### src/design/community_set_masked_match_defines.svh
// Assertion macros for the community set masked match block.
// Used by the top level; expects clk and rst_n in scope.
`ifndef COMMUNITY_SET_MASKED_MATCH_DEFINES_SVH
`define COMMUNITY_SET_MASKED_MATCH_DEFINES_SVH

// cond must hold at every edge out of reset
`define CSM_ASSERT_HOLD(lbl, cond, msg) \
  lbl: assert property (@(posedge clk) disable iff (!rst_n) (cond)) else $error(msg);

// cons must hold in the cycle after ante
`define CSM_ASSERT_NEXT(lbl, ante, cons, msg) \
  lbl: assert property (@(posedge clk) disable iff (!rst_n) (ante) |=> (cons)) \
    else $error(msg);

`endif

### src/design/csm_pkg.sv
// Shared types and constants for the community set masked match block.
// No dependencies.
`default_nettype none

package csm_pkg;

  localparam int DEF_SET_DEPTH = 64;
  localparam int FIELD_W       = 16;
  localparam int HASH_W        = 32;
  localparam int HASH_SHIFT    = 5;
  localparam int CNT_OUT_W     = 7;
  localparam int IN_DATA_W     = 40;
  localparam int OUT_DATA_W    = 48;

  typedef enum logic [1:0] {
    REQ_CLEAR  = 2'd0,
    REQ_INSERT = 2'd1,
    REQ_MATCH  = 2'd2
  } req_kind_t;

  typedef struct packed {
    logic [1:0]         req_type;
    logic [FIELD_W-1:0] entry_asn;
    logic [FIELD_W-1:0] entry_value;
    logic               use_asn;
    logic               use_value;
  } req_t;

  typedef struct packed {
    logic                 found;
    logic                 dropped;
    logic [CNT_OUT_W-1:0] entry_count;
    logic [HASH_W-1:0]    set_hash;
  } res_t;

endpackage

`default_nettype wire

### src/design/csm_ram.sv
// Generic single-write, single-read synchronous RAM with registered read.
// No dependencies.
`default_nettype none

module csm_ram #(
  parameter int WIDTH = 32,
  parameter int DEPTH = 64,
  localparam int AW = (DEPTH > 1) ? $clog2(DEPTH) : 1
) (
  input  wire logic             clk,
  input  wire logic             wr_en,
  input  wire logic [AW-1:0]    wr_addr,
  input  wire logic [WIDTH-1:0] wr_data,
  input  wire logic             rd_en,
  input  wire logic [AW-1:0]    rd_addr,
  output logic      [WIDTH-1:0] rd_data
);

  logic [WIDTH-1:0] mem_r [DEPTH];

  always_ff @(posedge clk) begin
    if (wr_en) begin
      mem_r[wr_addr] <= wr_data;
    end
    if (rd_en) begin
      rd_data <= mem_r[rd_addr];
    end
  end

endmodule

`default_nettype wire

### src/design/csm_core.sv
// Request sequencer: clear, insert, summary reject and entry scan.
// Depends on csm_pkg; drives the entry store RAM through its ports.
`default_nettype none

module csm_core
  import csm_pkg::*;
#(
  parameter int SET_DEPTH = DEF_SET_DEPTH,
  localparam int AW = (SET_DEPTH > 1) ? $clog2(SET_DEPTH) : 1,
  localparam int CW = $clog2(SET_DEPTH + 1)
) (
  input  wire logic                 clk,
  input  wire logic                 rst_n,
  input  wire logic                 req_valid,
  output logic                      req_ready,
  input  wire req_t                 req,
  output logic                      res_valid,
  input  wire logic                 res_ready,
  output res_t                      res,
  output logic                      wr_en,
  output logic [AW-1:0]             wr_addr,
  output logic [2*FIELD_W-1:0]      wr_data,
  output logic                      rd_en,
  output logic [AW-1:0]             rd_addr,
  input  wire logic [2*FIELD_W-1:0] rd_data
);

  typedef enum logic [1:0] {
    ST_IDLE = 2'b01,
    ST_SCAN = 2'b10
  } state_t;

  localparam logic [CW-1:0] FULL_CNT = CW'(SET_DEPTH);

  state_t             state_r, state_nxt;
  logic [CW-1:0]      fill_r, fill_nxt;
  logic [CW-1:0]      idx_r, idx_nxt;
  logic [FIELD_W-1:0] asn_sum_r, asn_sum_nxt;
  logic [FIELD_W-1:0] val_sum_r, val_sum_nxt;
  logic [HASH_W-1:0]  hash_r, hash_nxt;
  logic               res_valid_r, res_valid_nxt;
  res_t               res_r, res_nxt;
  logic [FIELD_W-1:0] q_asn_r, q_val_r;
  logic               q_use_asn_r, q_use_val_r;
  logic               req_fire;
  logic               reject;
  logic               hit;
  logic [HASH_W-1:0]  mix;

  assign req_ready = (state_r == ST_IDLE) && (!res_valid_r || res_ready);
  assign req_fire  = req_valid && req_ready;
  assign res_valid = res_valid_r;
  assign res       = res_r;

  assign mix    = HASH_W'(req.entry_asn | req.entry_value);
  assign reject = (req.use_asn && ((asn_sum_r & req.entry_asn) == '0)) ||
                  (req.use_value && ((val_sum_r & req.entry_value) == '0));
  assign hit    = (!q_use_asn_r || (rd_data[2*FIELD_W-1:FIELD_W] == q_asn_r)) &&
                  (!q_use_val_r || (rd_data[FIELD_W-1:0] == q_val_r));

  always_comb begin
    state_nxt     = state_r;
    fill_nxt      = fill_r;
    idx_nxt       = idx_r;
    asn_sum_nxt   = asn_sum_r;
    val_sum_nxt   = val_sum_r;
    hash_nxt      = hash_r;
    res_valid_nxt = res_valid_r && !res_ready;
    res_nxt       = res_r;
    wr_en         = 1'b0;
    wr_addr       = fill_r[AW-1:0];
    wr_data       = {req.entry_asn, req.entry_value};
    rd_en         = 1'b0;
    rd_addr       = idx_r[AW-1:0];

    unique case (state_r)
      ST_IDLE: begin
        if (req_fire) begin
          res_nxt.found   = 1'b0;
          res_nxt.dropped = 1'b0;
          res_valid_nxt   = 1'b1;
          unique case (req.req_type)
            REQ_CLEAR: begin
              fill_nxt    = '0;
              asn_sum_nxt = '0;
              val_sum_nxt = '0;
              hash_nxt    = '0;
            end
            REQ_INSERT: begin
              if (fill_r == FULL_CNT) begin
                res_nxt.dropped = 1'b1;
              end else begin
                wr_en       = 1'b1;
                fill_nxt    = fill_r + CW'(1);
                asn_sum_nxt = asn_sum_r | req.entry_asn;
                val_sum_nxt = val_sum_r | req.entry_value;
                if (fill_r == '0) begin
                  hash_nxt = mix;
                end else begin
                  hash_nxt = (hash_r << HASH_SHIFT) - hash_r + mix;
                end
              end
            end
            REQ_MATCH: begin
              if (reject || (fill_r == '0)) begin
                res_nxt.found = 1'b0;
              end else if (!req.use_asn && !req.use_value) begin
                res_nxt.found = 1'b1;
              end else begin
                // first read goes out with the accept, result comes from the scan
                res_valid_nxt = 1'b0;
                rd_en         = 1'b1;
                rd_addr       = '0;
                idx_nxt       = CW'(1);
                state_nxt     = ST_SCAN;
              end
            end
            default: begin
            end
          endcase
          res_nxt.entry_count = CNT_OUT_W'(fill_nxt);
          res_nxt.set_hash    = hash_nxt;
        end
      end
      ST_SCAN: begin
        // rd_data holds entry idx_r-1
        if (hit || (idx_r == fill_r)) begin
          res_nxt.found       = hit;
          res_nxt.dropped     = 1'b0;
          res_nxt.entry_count = CNT_OUT_W'(fill_r);
          res_nxt.set_hash    = hash_r;
          res_valid_nxt       = 1'b1;
          state_nxt           = ST_IDLE;
        end else begin
          rd_en   = 1'b1;
          idx_nxt = idx_r + CW'(1);
        end
      end
      default: begin
        state_nxt = ST_IDLE;
      end
    endcase
  end

  always_ff @(posedge clk) begin
    if (!rst_n) begin
      state_r     <= ST_IDLE;
      fill_r      <= '0;
      asn_sum_r   <= '0;
      val_sum_r   <= '0;
      hash_r      <= '0;
      res_valid_r <= 1'b0;
    end else begin
      state_r     <= state_nxt;
      fill_r      <= fill_nxt;
      asn_sum_r   <= asn_sum_nxt;
      val_sum_r   <= val_sum_nxt;
      hash_r      <= hash_nxt;
      res_valid_r <= res_valid_nxt;
    end
  end

  always_ff @(posedge clk) begin
    idx_r <= idx_nxt;
    res_r <= res_nxt;
    if (req_fire) begin
      q_asn_r     <= req.entry_asn;
      q_val_r     <= req.entry_value;
      q_use_asn_r <= req.use_asn;
      q_use_val_r <= req.use_value;
    end
  end

endmodule

`default_nettype wire

### src/design/community_set_masked_match.sv
// Community set masked match: ordered set of BGP communities with summary
// reject and sequential scan.
//
// Channels: in_* carries requests (tuser = request kind, tdata = community
// halves and match selects); out_* carries one result word per request.
// Clear, insert, a summary-rejected match, a match on an empty set and a
// match with no half selected finish in the accept cycle; their result word
// is registered in the sequencer and then in the output register before it
// shows on out_*; while out_tready stays high, a new request can be taken
// every cycle. A scanning match reads one stored entry per cycle from the
// entry RAM, whose single read port sets this rate, and stops at the first
// agreeing entry or after the last stored one; no new request is taken
// while it scans, and its word then passes through the same two registers.
// The sequencer result register and the output register form a two-word
// buffer: while out_tready is low one more request is still taken, then
// in_tready drops until the receiver resumes. No word is lost.
// Reset empties the set (count, summaries and hash go to zero); the entry
// RAM is not cleared, as only entries below the fill count are ever read.
`default_nettype none

`include "community_set_masked_match_defines.svh"

module community_set_masked_match
  import csm_pkg::*;
#(
  parameter int SET_DEPTH = DEF_SET_DEPTH
) (
  input  wire logic                  clk,
  input  wire logic                  rst_n,
  input  wire logic                  in_tvalid,
  output logic                       in_tready,
  // [15:0] entry_asn, [31:16] entry_value, [32] use_asn, [33] use_value
  input  wire logic [IN_DATA_W-1:0]  in_tdata,
  // [1:0] req_type
  input  wire logic [1:0]            in_tuser,
  output logic                       out_tvalid,
  input  wire logic                  out_tready,
  // [0] found, [1] dropped, [8:2] entry_count, [40:9] set_hash
  output logic [OUT_DATA_W-1:0]      out_tdata
);

  localparam int AW = (SET_DEPTH > 1) ? $clog2(SET_DEPTH) : 1;

  req_t                 req;
  res_t                 core_res;
  logic                 core_res_valid;
  logic                 core_res_ready;
  logic                 wr_en, rd_en;
  logic [AW-1:0]        wr_addr, rd_addr;
  logic [2*FIELD_W-1:0] wr_data, rd_data;
  logic                 out_valid_r;
  res_t                 out_res_r;

  assign req.req_type    = in_tuser;
  assign req.entry_asn   = in_tdata[FIELD_W-1:0];
  assign req.entry_value = in_tdata[2*FIELD_W-1:FIELD_W];
  assign req.use_asn     = in_tdata[2*FIELD_W];
  assign req.use_value   = in_tdata[2*FIELD_W+1];

  csm_core #(
    .SET_DEPTH(SET_DEPTH)
  ) u_core (
    .clk       (clk),
    .rst_n     (rst_n),
    .req_valid (in_tvalid),
    .req_ready (in_tready),
    .req       (req),
    .res_valid (core_res_valid),
    .res_ready (core_res_ready),
    .res       (core_res),
    .wr_en     (wr_en),
    .wr_addr   (wr_addr),
    .wr_data   (wr_data),
    .rd_en     (rd_en),
    .rd_addr   (rd_addr),
    .rd_data   (rd_data)
  );

  csm_ram #(
    .WIDTH(2*FIELD_W),
    .DEPTH(SET_DEPTH)
  ) u_store (
    .clk     (clk),
    .wr_en   (wr_en),
    .wr_addr (wr_addr),
    .wr_data (wr_data),
    .rd_en   (rd_en),
    .rd_addr (rd_addr),
    .rd_data (rd_data)
  );

  // output register
  assign core_res_ready = !out_valid_r || out_tready;

  always_ff @(posedge clk) begin
    if (!rst_n) begin
      out_valid_r <= 1'b0;
    end else if (core_res_ready) begin
      out_valid_r <= core_res_valid;
    end
  end

  always_ff @(posedge clk) begin
    if (core_res_ready && core_res_valid) begin
      out_res_r <= core_res;
    end
  end

  assign out_tvalid = out_valid_r;
  assign out_tdata  = OUT_DATA_W'({out_res_r.set_hash, out_res_r.entry_count,
                                   out_res_r.dropped, out_res_r.found});

  `CSM_ASSERT_HOLD(a_found_xor_drop, !core_res_valid || !(core_res.found && core_res.dropped),
                   "result flags found and dropped both set")
  `CSM_ASSERT_HOLD(a_drop_when_full,
                   !(core_res_valid && core_res.dropped) ||
                   (core_res.entry_count == CNT_OUT_W'(SET_DEPTH)),
                   "insert dropped while set not full")
  `CSM_ASSERT_HOLD(a_empty_result,
                   !(core_res_valid && (core_res.entry_count == '0)) ||
                   ((core_res.set_hash == '0) && !core_res.found),
                   "empty set reported hash or match")
  `CSM_ASSERT_NEXT(a_accept_busy, in_tvalid && in_tready, core_res_valid || !in_tready,
                   "accepted word left no result and no busy scan")

endmodule

`default_nettype wire
### config.mk
export PLATFORM = sky130hd
export DESIGN_NAME = community_set_masked_match
export DESIGN_NICKNAME = d
export VERILOG_FILES = /design/src/design/csm_pkg.sv /design/src/design/csm_ram.sv /design/src/design/csm_core.sv /design/src/design/community_set_masked_match.sv
export VERILOG_INCLUDE_DIRS = /design/src /design/src/design
export SDC_FILE = /design/constraint.sdc
export NUM_CORES = 2
export LEC_CHECK = 0
export BUFFER_PORTS_ARGS = -buffer_cell sky130_fd_sc_hd__clkbuf_2
export CORE_ASPECT_RATIO = 0.9
export CORE_UTILIZATION = 50
export DETAILED_ROUTE_END_ITERATION = 8
export PLACE_DENSITY = 0.65
export SLEW_MARGIN = 0
export SYNTH_ARGS = -nofsm -noshare
export SYNTH_HDL_FRONTEND = slang
export SYNTH_SLANG_ARGS = --single-unit
### constraint.sdc
create_clock -name clk -period 6.9 [get_ports clk]
set_input_delay 0.345 -clock clk [delete_from_list [all_inputs] [get_ports clk]]
set_output_delay 0.345 -clock clk [all_outputs]
set_load 0.01 [all_outputs]
==> After elaboration in Yosys (flattened, before gate mapping) <==
Memory sizes are Yosys's and may differ from the RTL's. A register that Yosys moved wholly into a read port is not among the register bits.
Cells that the tools add are included.
{ "word_totals": {"elab_cells": 129, "mem_count": 1, "inputBits": 46, "reg_bits": 198, "ram_bits": 2048} }
{ "mem_list": {"columns": ["name", "depth", "width", "read_ports", "rd_clocked_by_memory_dff", "wr", "line_no", "rtl"], "rows": [
  ["u_store.mem_r", 64, 32, 1, 1, 1, "csm_ram.sv:19", "logic [WIDTH-1:0] mem_r [DEPTH];"]
]} }
{ "op_classes": {"bitwise": 5, "add_sub_neg": 4, "mux": 51, "reduce_logical": 33, "n_eq_ne": 15} }
{ "ops": {"columns": ["cell", "n"], "rows": [
  ["$mux 41", 2],
  ["$pmux 41 s2", 1],
  ["$mux 32", 2],
  ["$pmux 16 s2", 2],
  ["$pmux 32 s2", 1],
  ["$or 16x16->16", 3],
  ["$mux 7", 6],
  ["$add 32x32->32", 1],
  ["$and 16x16->16", 2],
  ["$eq 16x16->1", 2],
  ["$logic_not 16->1", 2],
  ["$mux 16", 2],
  ["$sub 32x32->32", 1],
  ["$mux 6", 5],
  ["$pmux 7 s2", 2],
  ["$mux 1", 20],
  ["$add 7x1->7 const B", 2],
  ["$mux 2", 5],
  ["$ne 2x2->1 const B", 5],
  ["$logic_and 1x1->1", 8],
  ["$eq 7x7->1", 1],
  ["$eq 7x7->1 const B", 1],
  ["$logic_not 1->1", 7],
  ["$logic_not 7->1", 1],
  ["other kinds (13)", 24]
]} }

==> Logic depth before layout (Yosys ltp) <==
{ "logic_depth": {"depth_word": 9, "ltp_mapped": 16, "depth_no_buf": 14} }

==> Cells and area by module <==
From an unflattened synthesis, not the netlist that was laid out.
{ "hier_totals": {"cells_unflattened": 4329, "hier_area_um2": 89268.1} }
{ "modules_own_cells": {"columns": ["module", "cells_per_inst", "area_each_um2", "instances"], "rows": [
  ["csm_ram", 3324, 78838.1, 1],
  ["csm_core", 951, 9085.0, 1],
  ["community_set_masked_match", 54, 1345.0, 1]
]} }

==> Least setup slack after synthesis <==
Ideal clock, no wire load.
{ "synth_timing": {"path_kind": "register to register", "from": "reg u_core.idx_r[2]", "to": "reg u_core.res_r (netlist bit u_core.res[0]) (enable)", "required_ns": 6.399, "stages_incl_launch_ff": 8, "arrival_time_ns": 4.580, "slack_ns": 1.818, "cell_sequence": "edfxtp_1 -> buf_2 -> buf_2 -> xor2_1 -> nor4_1 -> a41oi_1 -> and2_1 -> a211oi_1"} }
{ "synth_via": {"elab_chain_len": 4} }
{ "synth_rtl": {"columns": ["item", "line_no", "rtl"], "rows": [
  ["from (decl)", "csm_core.sv:37", "logic [CW-1:0] idx_r, idx_nxt;"],
  ["from (signal assigned)", "csm_core.sv:164", "idx_r <= idx_nxt;"],
  ["$eq 7x7->1", "csm_core.sv:127", "if (hit || (idx_r == fill_r)) begin"],
  ["$logic_or 1x1->1", "csm_core.sv:127", null],
  ["$ne 2x1->1 (no line)", null, null],
  ["$reduce_and 3->1 (no line)", null, null],
  ["to (signal assigned)", "csm_core.sv:165", "res_r <= res_nxt;"],
  ["to (decl)", "csm_core.sv:42", "res_t res_r, res_nxt;"]
]} }
No other way between the ends.
A chain may end at the register's enable or synchronous reset.

==> Final worst setup path <==
{ "layout_timing": {"from": "reg u_core.fill_r[0]", "to": "reg u_store.rd_data[15], read port of u_store.mem_r (data pin)"} }
{ "layout_via": {"elab_chain_len": 6} }
{ "layout_rtl": {"columns": ["item", "line_no", "rtl"], "rows": [
  ["from (decl)", "csm_core.sv:36", "logic [CW-1:0] fill_r, fill_nxt;"],
  ["from (signal assigned)", "csm_core.sv:155", "fill_r <= fill_nxt;"],
  ["$logic_not 7->1", "csm_core.sv:105", "if (reject || (fill_r == '0)) begin"],
  ["$logic_or 1x1->1", "csm_core.sv:105", null],
  ["$mux 1 or $mux 6 (tied branches)", "csm_core.sv:105", null],
  ["$mux 1 or $mux 6 (tied branches)", "csm_core.sv:82", "unique case (req.req_type)"],
  ["$mux 1 or $mux 6 (tied branches)", "csm_core.sv:78", "if (req_fire) begin"],
  ["$pmux 1 s2 or $mux 6 (tied branches)", "csm_core.sv:76", "unique case (state_r)"],
  ["to (decl)", "csm_ram.sv:16", "output logic [WIDTH-1:0] rd_data"]
]} }
Several ways; a longest one is shown, not always the timed one.

==> impl_metrics.csv <==
group,metric,value,unit
global_routing,grt_max_degree,117,
logic_synthesis,synth-edff-count,2203,
die,io_pins,96,
cts,clkLatencyLatePin,0.87,ns
die,initial_core_util,50.3,%
worst_setup_path,r2r_slack,1.78,ns
logic_synthesis,ys_warn_count,0,
worst_setup_path,critPathMaxStageDelay,0.85,ns
layout,area_growth,12.6,%
worst_setup_path,crit_chain,"inv_1 > ha_1 > nor3b_2 > a2111oi_4 > o31a_1 > buf_4 > a21boi_4 > buf_12 > a21oi_1 > o221ai_1 > o21ai_0 > a2bb2oi_1 > o211ai_1",
sta,fin_skew,0.0672,ns
min_path,hp-class,"in2reg",
layout,layout.cells.non_filler,8849,
drt,dr.first_iter.drc_count,8530,
worst_setup_path,start_kind,"flop",
cts,htree_levels,4,
power,power_leakage,34.6,nW
logic_synthesis,synth_flop_cell,"edfxtp_1",
layout,drive_gt1_share,14.1,%
worst_setup_path,crit_arrival,5.67,ns
min_path,whs_path_depth,1,
cts,cts_setup_buffers,0,
global_routing,grt_pass1_vias,54936,
logic_synthesis,yosysSeqAreaShare,73.2,%
layout,multi_input_comb_area,23500,µm²
logic_synthesis,synth_top_cell_by_area,"edfxtp_1",
global_routing,overflow,0,
sta,slew_viol_final,0,
global_routing,antenna_found_initial,14,
power,total_power,28.3,mW
worst_setup_path,crit_family,"compound AO/OA/AOI/OAI gates",
logic_synthesis,synthesis.area,92400,µm²
logic_synthesis,synth_area_leaders,"edfxtp_1 72%, mux2i_1 4.2%, a21oi_1 2.3%",
drt,via_count,57783,
sta,hold_viol,0,
worst_setup_path,cp-startpoint,"u_core.fill_r[0]$_SDFFE_PN0P_",
drt,drtAntennaViolNets,0,
worst_setup_path,rr_worst_depth,13,
sta,tns,0,ns
cts,cts_buffer_depth,3,
logic_synthesis,avgSynthCellArea,15.1,µm²
logic_synthesis,netlist.area_leader.share,71.6,%
layout,fin_util,56.7,%
worst_setup_path,critPathBufInv,3,
placed_design,pre_cts_ws,1.82,ns
sta,setup_ws,1.78,ns
global_routing,grt_pass1_wl,400000,µm
logic_synthesis,synthArstFlopShare,0,%
flow_run,drv_cap,0,
logic_synthesis,syn_inst,6109,
sta,max_freq,195,MHz
cts,cts_tree,"done",
sta,setup_viol,0,
sta,rsz0062_at_grt,"false",
die,dieWidth,455,µm
sta,fin_crit,5.12,ns
min_path,hp-start,"in_tdata[28]",
worst_setup_path,critical_path.slowest_cell,"a2bb2oi_1",
die,die_height,410,µm
min_path,min_delay_worst_endpoint,"u_store.mem_r[1][12]$_DFFE_PP_",
drt,drt_pass1_iterations,8,
sta,whs,0.0325,ns
cts,cts_sinks,2278,
worst_setup_path,r2r_end,"u_store.rd_data[15]$_DFFE_PP_",
placed_design,dpl-instance-area,96800,µm²
drt,vias_per_cell,6.53,
placed_design,place_congestion,0.883,
sta,worstMarginPinSlew,1.28,ns
global_routing,grtUsageTotal,30.2,%
die,core-area,183000,µm²
placed_design,port_buffers,82,
layout,final_cell_area,104000,µm²
logic_synthesis,synth-seq-cells,2278,
drt,wirelength,283000,µm
power,p_per_area,272,nW/µm²
die,dieArea,186000,µm²
cts,cts_made_buffers,222,
sta,min_period_over_period,74.3,%
drt,wl_per_cell,32.0,µm
power,ir_drop,0.221,mV
run_status,outcome,"finished, final reports clean",
worst_setup_path,worstSetupPathType,"reg2reg",
worst_setup_path,worst_ep_required_time,7.45,ns
worst_setup_path,endpoint_kind,"flop",
worst_setup_path,worst_r2r_startpoint,"u_core.fill_r[0]$_SDFFE_PN0P_",
layout,fill_cells,14211,
cts,cts_root_buf,"clkbuf_16",
die,rows,149,
placed_design,placed_cells,8424,
worst_setup_path,crit_fanout,56,
cts,clk_pin_slew,0.07,ns
logic_synthesis,synth.distinct_cells,86,
placed_design,dpl.hpwl,165000,µm
sta,slew_headroom,14.6,%
worst_setup_path,worst-path-stages,13,
layout,final-seq-area,67700,µm²
layout,final_net_count,6358,
drt,drc,0,
cell usage after synthesis (17+ instances only):
cell type	number
o2111ai_1	28
nand4_1	17
and2_1	35
mux2_2	115
mux4_2	28
buf_2	124
nand2_1	362
nor3_1	69
or2_2	29
nor2_1	311
a221oi_1	28
o21a_1	34
nor2b_1	26
a22o_1	24
dfxtp_1	75
o221ai_1	90
a21oi_1	428
ha_1	55
edfxtp_1	2203
nand3_1	82
o31ai_1	52
o211ai_1	53
a211oi_1	81
xor2_1	52
a31oi_1	37
a2bb2oi_1	34
a22oi_1	61
a211o_1	34
or3_1	33
o22ai_1	123
buf_1	57
clkbuf_1	227
inv_1	49
and3_1	27
o21ai_1	35
o32ai_1	25
o21ai_0	327
nand2b_1	62
mux2i_1	386
worst max-delay path by stage:
| stage | endpoint | slack, ns |
|---|---|---|
| 2_1_floorplan | u_core.res[0]$_DFFE_PP_ | 1.82 |
| 3_3_place_gp | u_store.rd_data[22]$_DFFE_PP_ | 1.82 |
| 5_1_grt | u_store.rd_data[27]$_DFFE_PP_ | 1.65 |
| 3_5_place_dp | u_store.rd_data[22]$_DFFE_PP_ | 1.82 |
| 4_1_cts | u_store.rd_data[6]$_DFFE_PP_ | 1.96 |
| 6_report | u_store.rd_data[15]$_DFFE_PP_ | 1.78 |
power by group:
group | switching (mW) | internal [mW] | total [mW]
clock network | 5.24 | 6.66 | 11.9
logic | 0.842 | 0.312 | 1.15
registers | 0.0348 | 15.2 | 15.3
sequential cells by signal (all words and copies together), names as in the netlist:
signal              cells
u_core.q_val_r         16
u_core.fill_r           7
u_store.rd_data        32
u_core.state_r          2
u_store.mem_r        2048
u_core.idx_r            7
u_core.q_asn_r         16
out_tvalid              1
out_tdata              41
u_core.res_valid        1
u_core.hash_r          32
u_core.q_use_asn_r      1
u_core.asn_sum_r       16
u_core.q_use_val_r      1
u_core.val_sum_r       16
u_core.res             41
logic make-up after synthesis:
logic type	Yosys count	synth area share (%)
xor gates and xnor gates	67	0.635
adders and majority gates	67	1.01
buffers and inverters	470	2.12
muxes	538	6.38
AOI/OAI and AO/OA	1605	11.3
and+or+nand+nor	1083	5.35
DFF	2278	73.2
other	1	0.00406
cell usage in the layout, fill, tap and decap left out, drive strengths merged, types with 54 or more instances in the layout:
cell and instances:
a211oi 81, a21oi 430, a22oi 61, buf 250
clkbuf 346, clkinv 94, dfxtp 75, edfxtp 2203
ha 55, inv 57, mux2 124, mux2i 386
nand2 362, nand2b 62, nand3 82, nor2 312
nor3 71, o211ai 54, o21ai 364, o221ai 90
o22ai 123
final cells by class:
class                      count  area share, %
antenna                        3        0.00722
clock buffer                 284           5.62
clock inverter               125           1.19
inverter                      51          0.189
multi-input combinational   3367           22.6
sequential                  2278           65.1
tap                         2416           2.91
timing repair buffer         325           2.46
per-layer routing:
layer / routed length (µm) / vias to the layer above / part of all wire, % / global-route usage (%)
li1: - / 24236 / - / -
met1: 113000 / 29370 / 40 / 43.3
met2: 126000 / 3619 / 44 / 44.9
met3: 33100 / 554 / 12 / 6.58
met4: 11400 / 4 / 4.0 / 11.7
met5: 26 / - / 0.0092 / 0
repair_timing:
action,in CTS,in global routing
gates resized for setup,0,0
hold endpoints to repair,58,0
hold buffers,13,0
(Power assumes the default switching activity.)
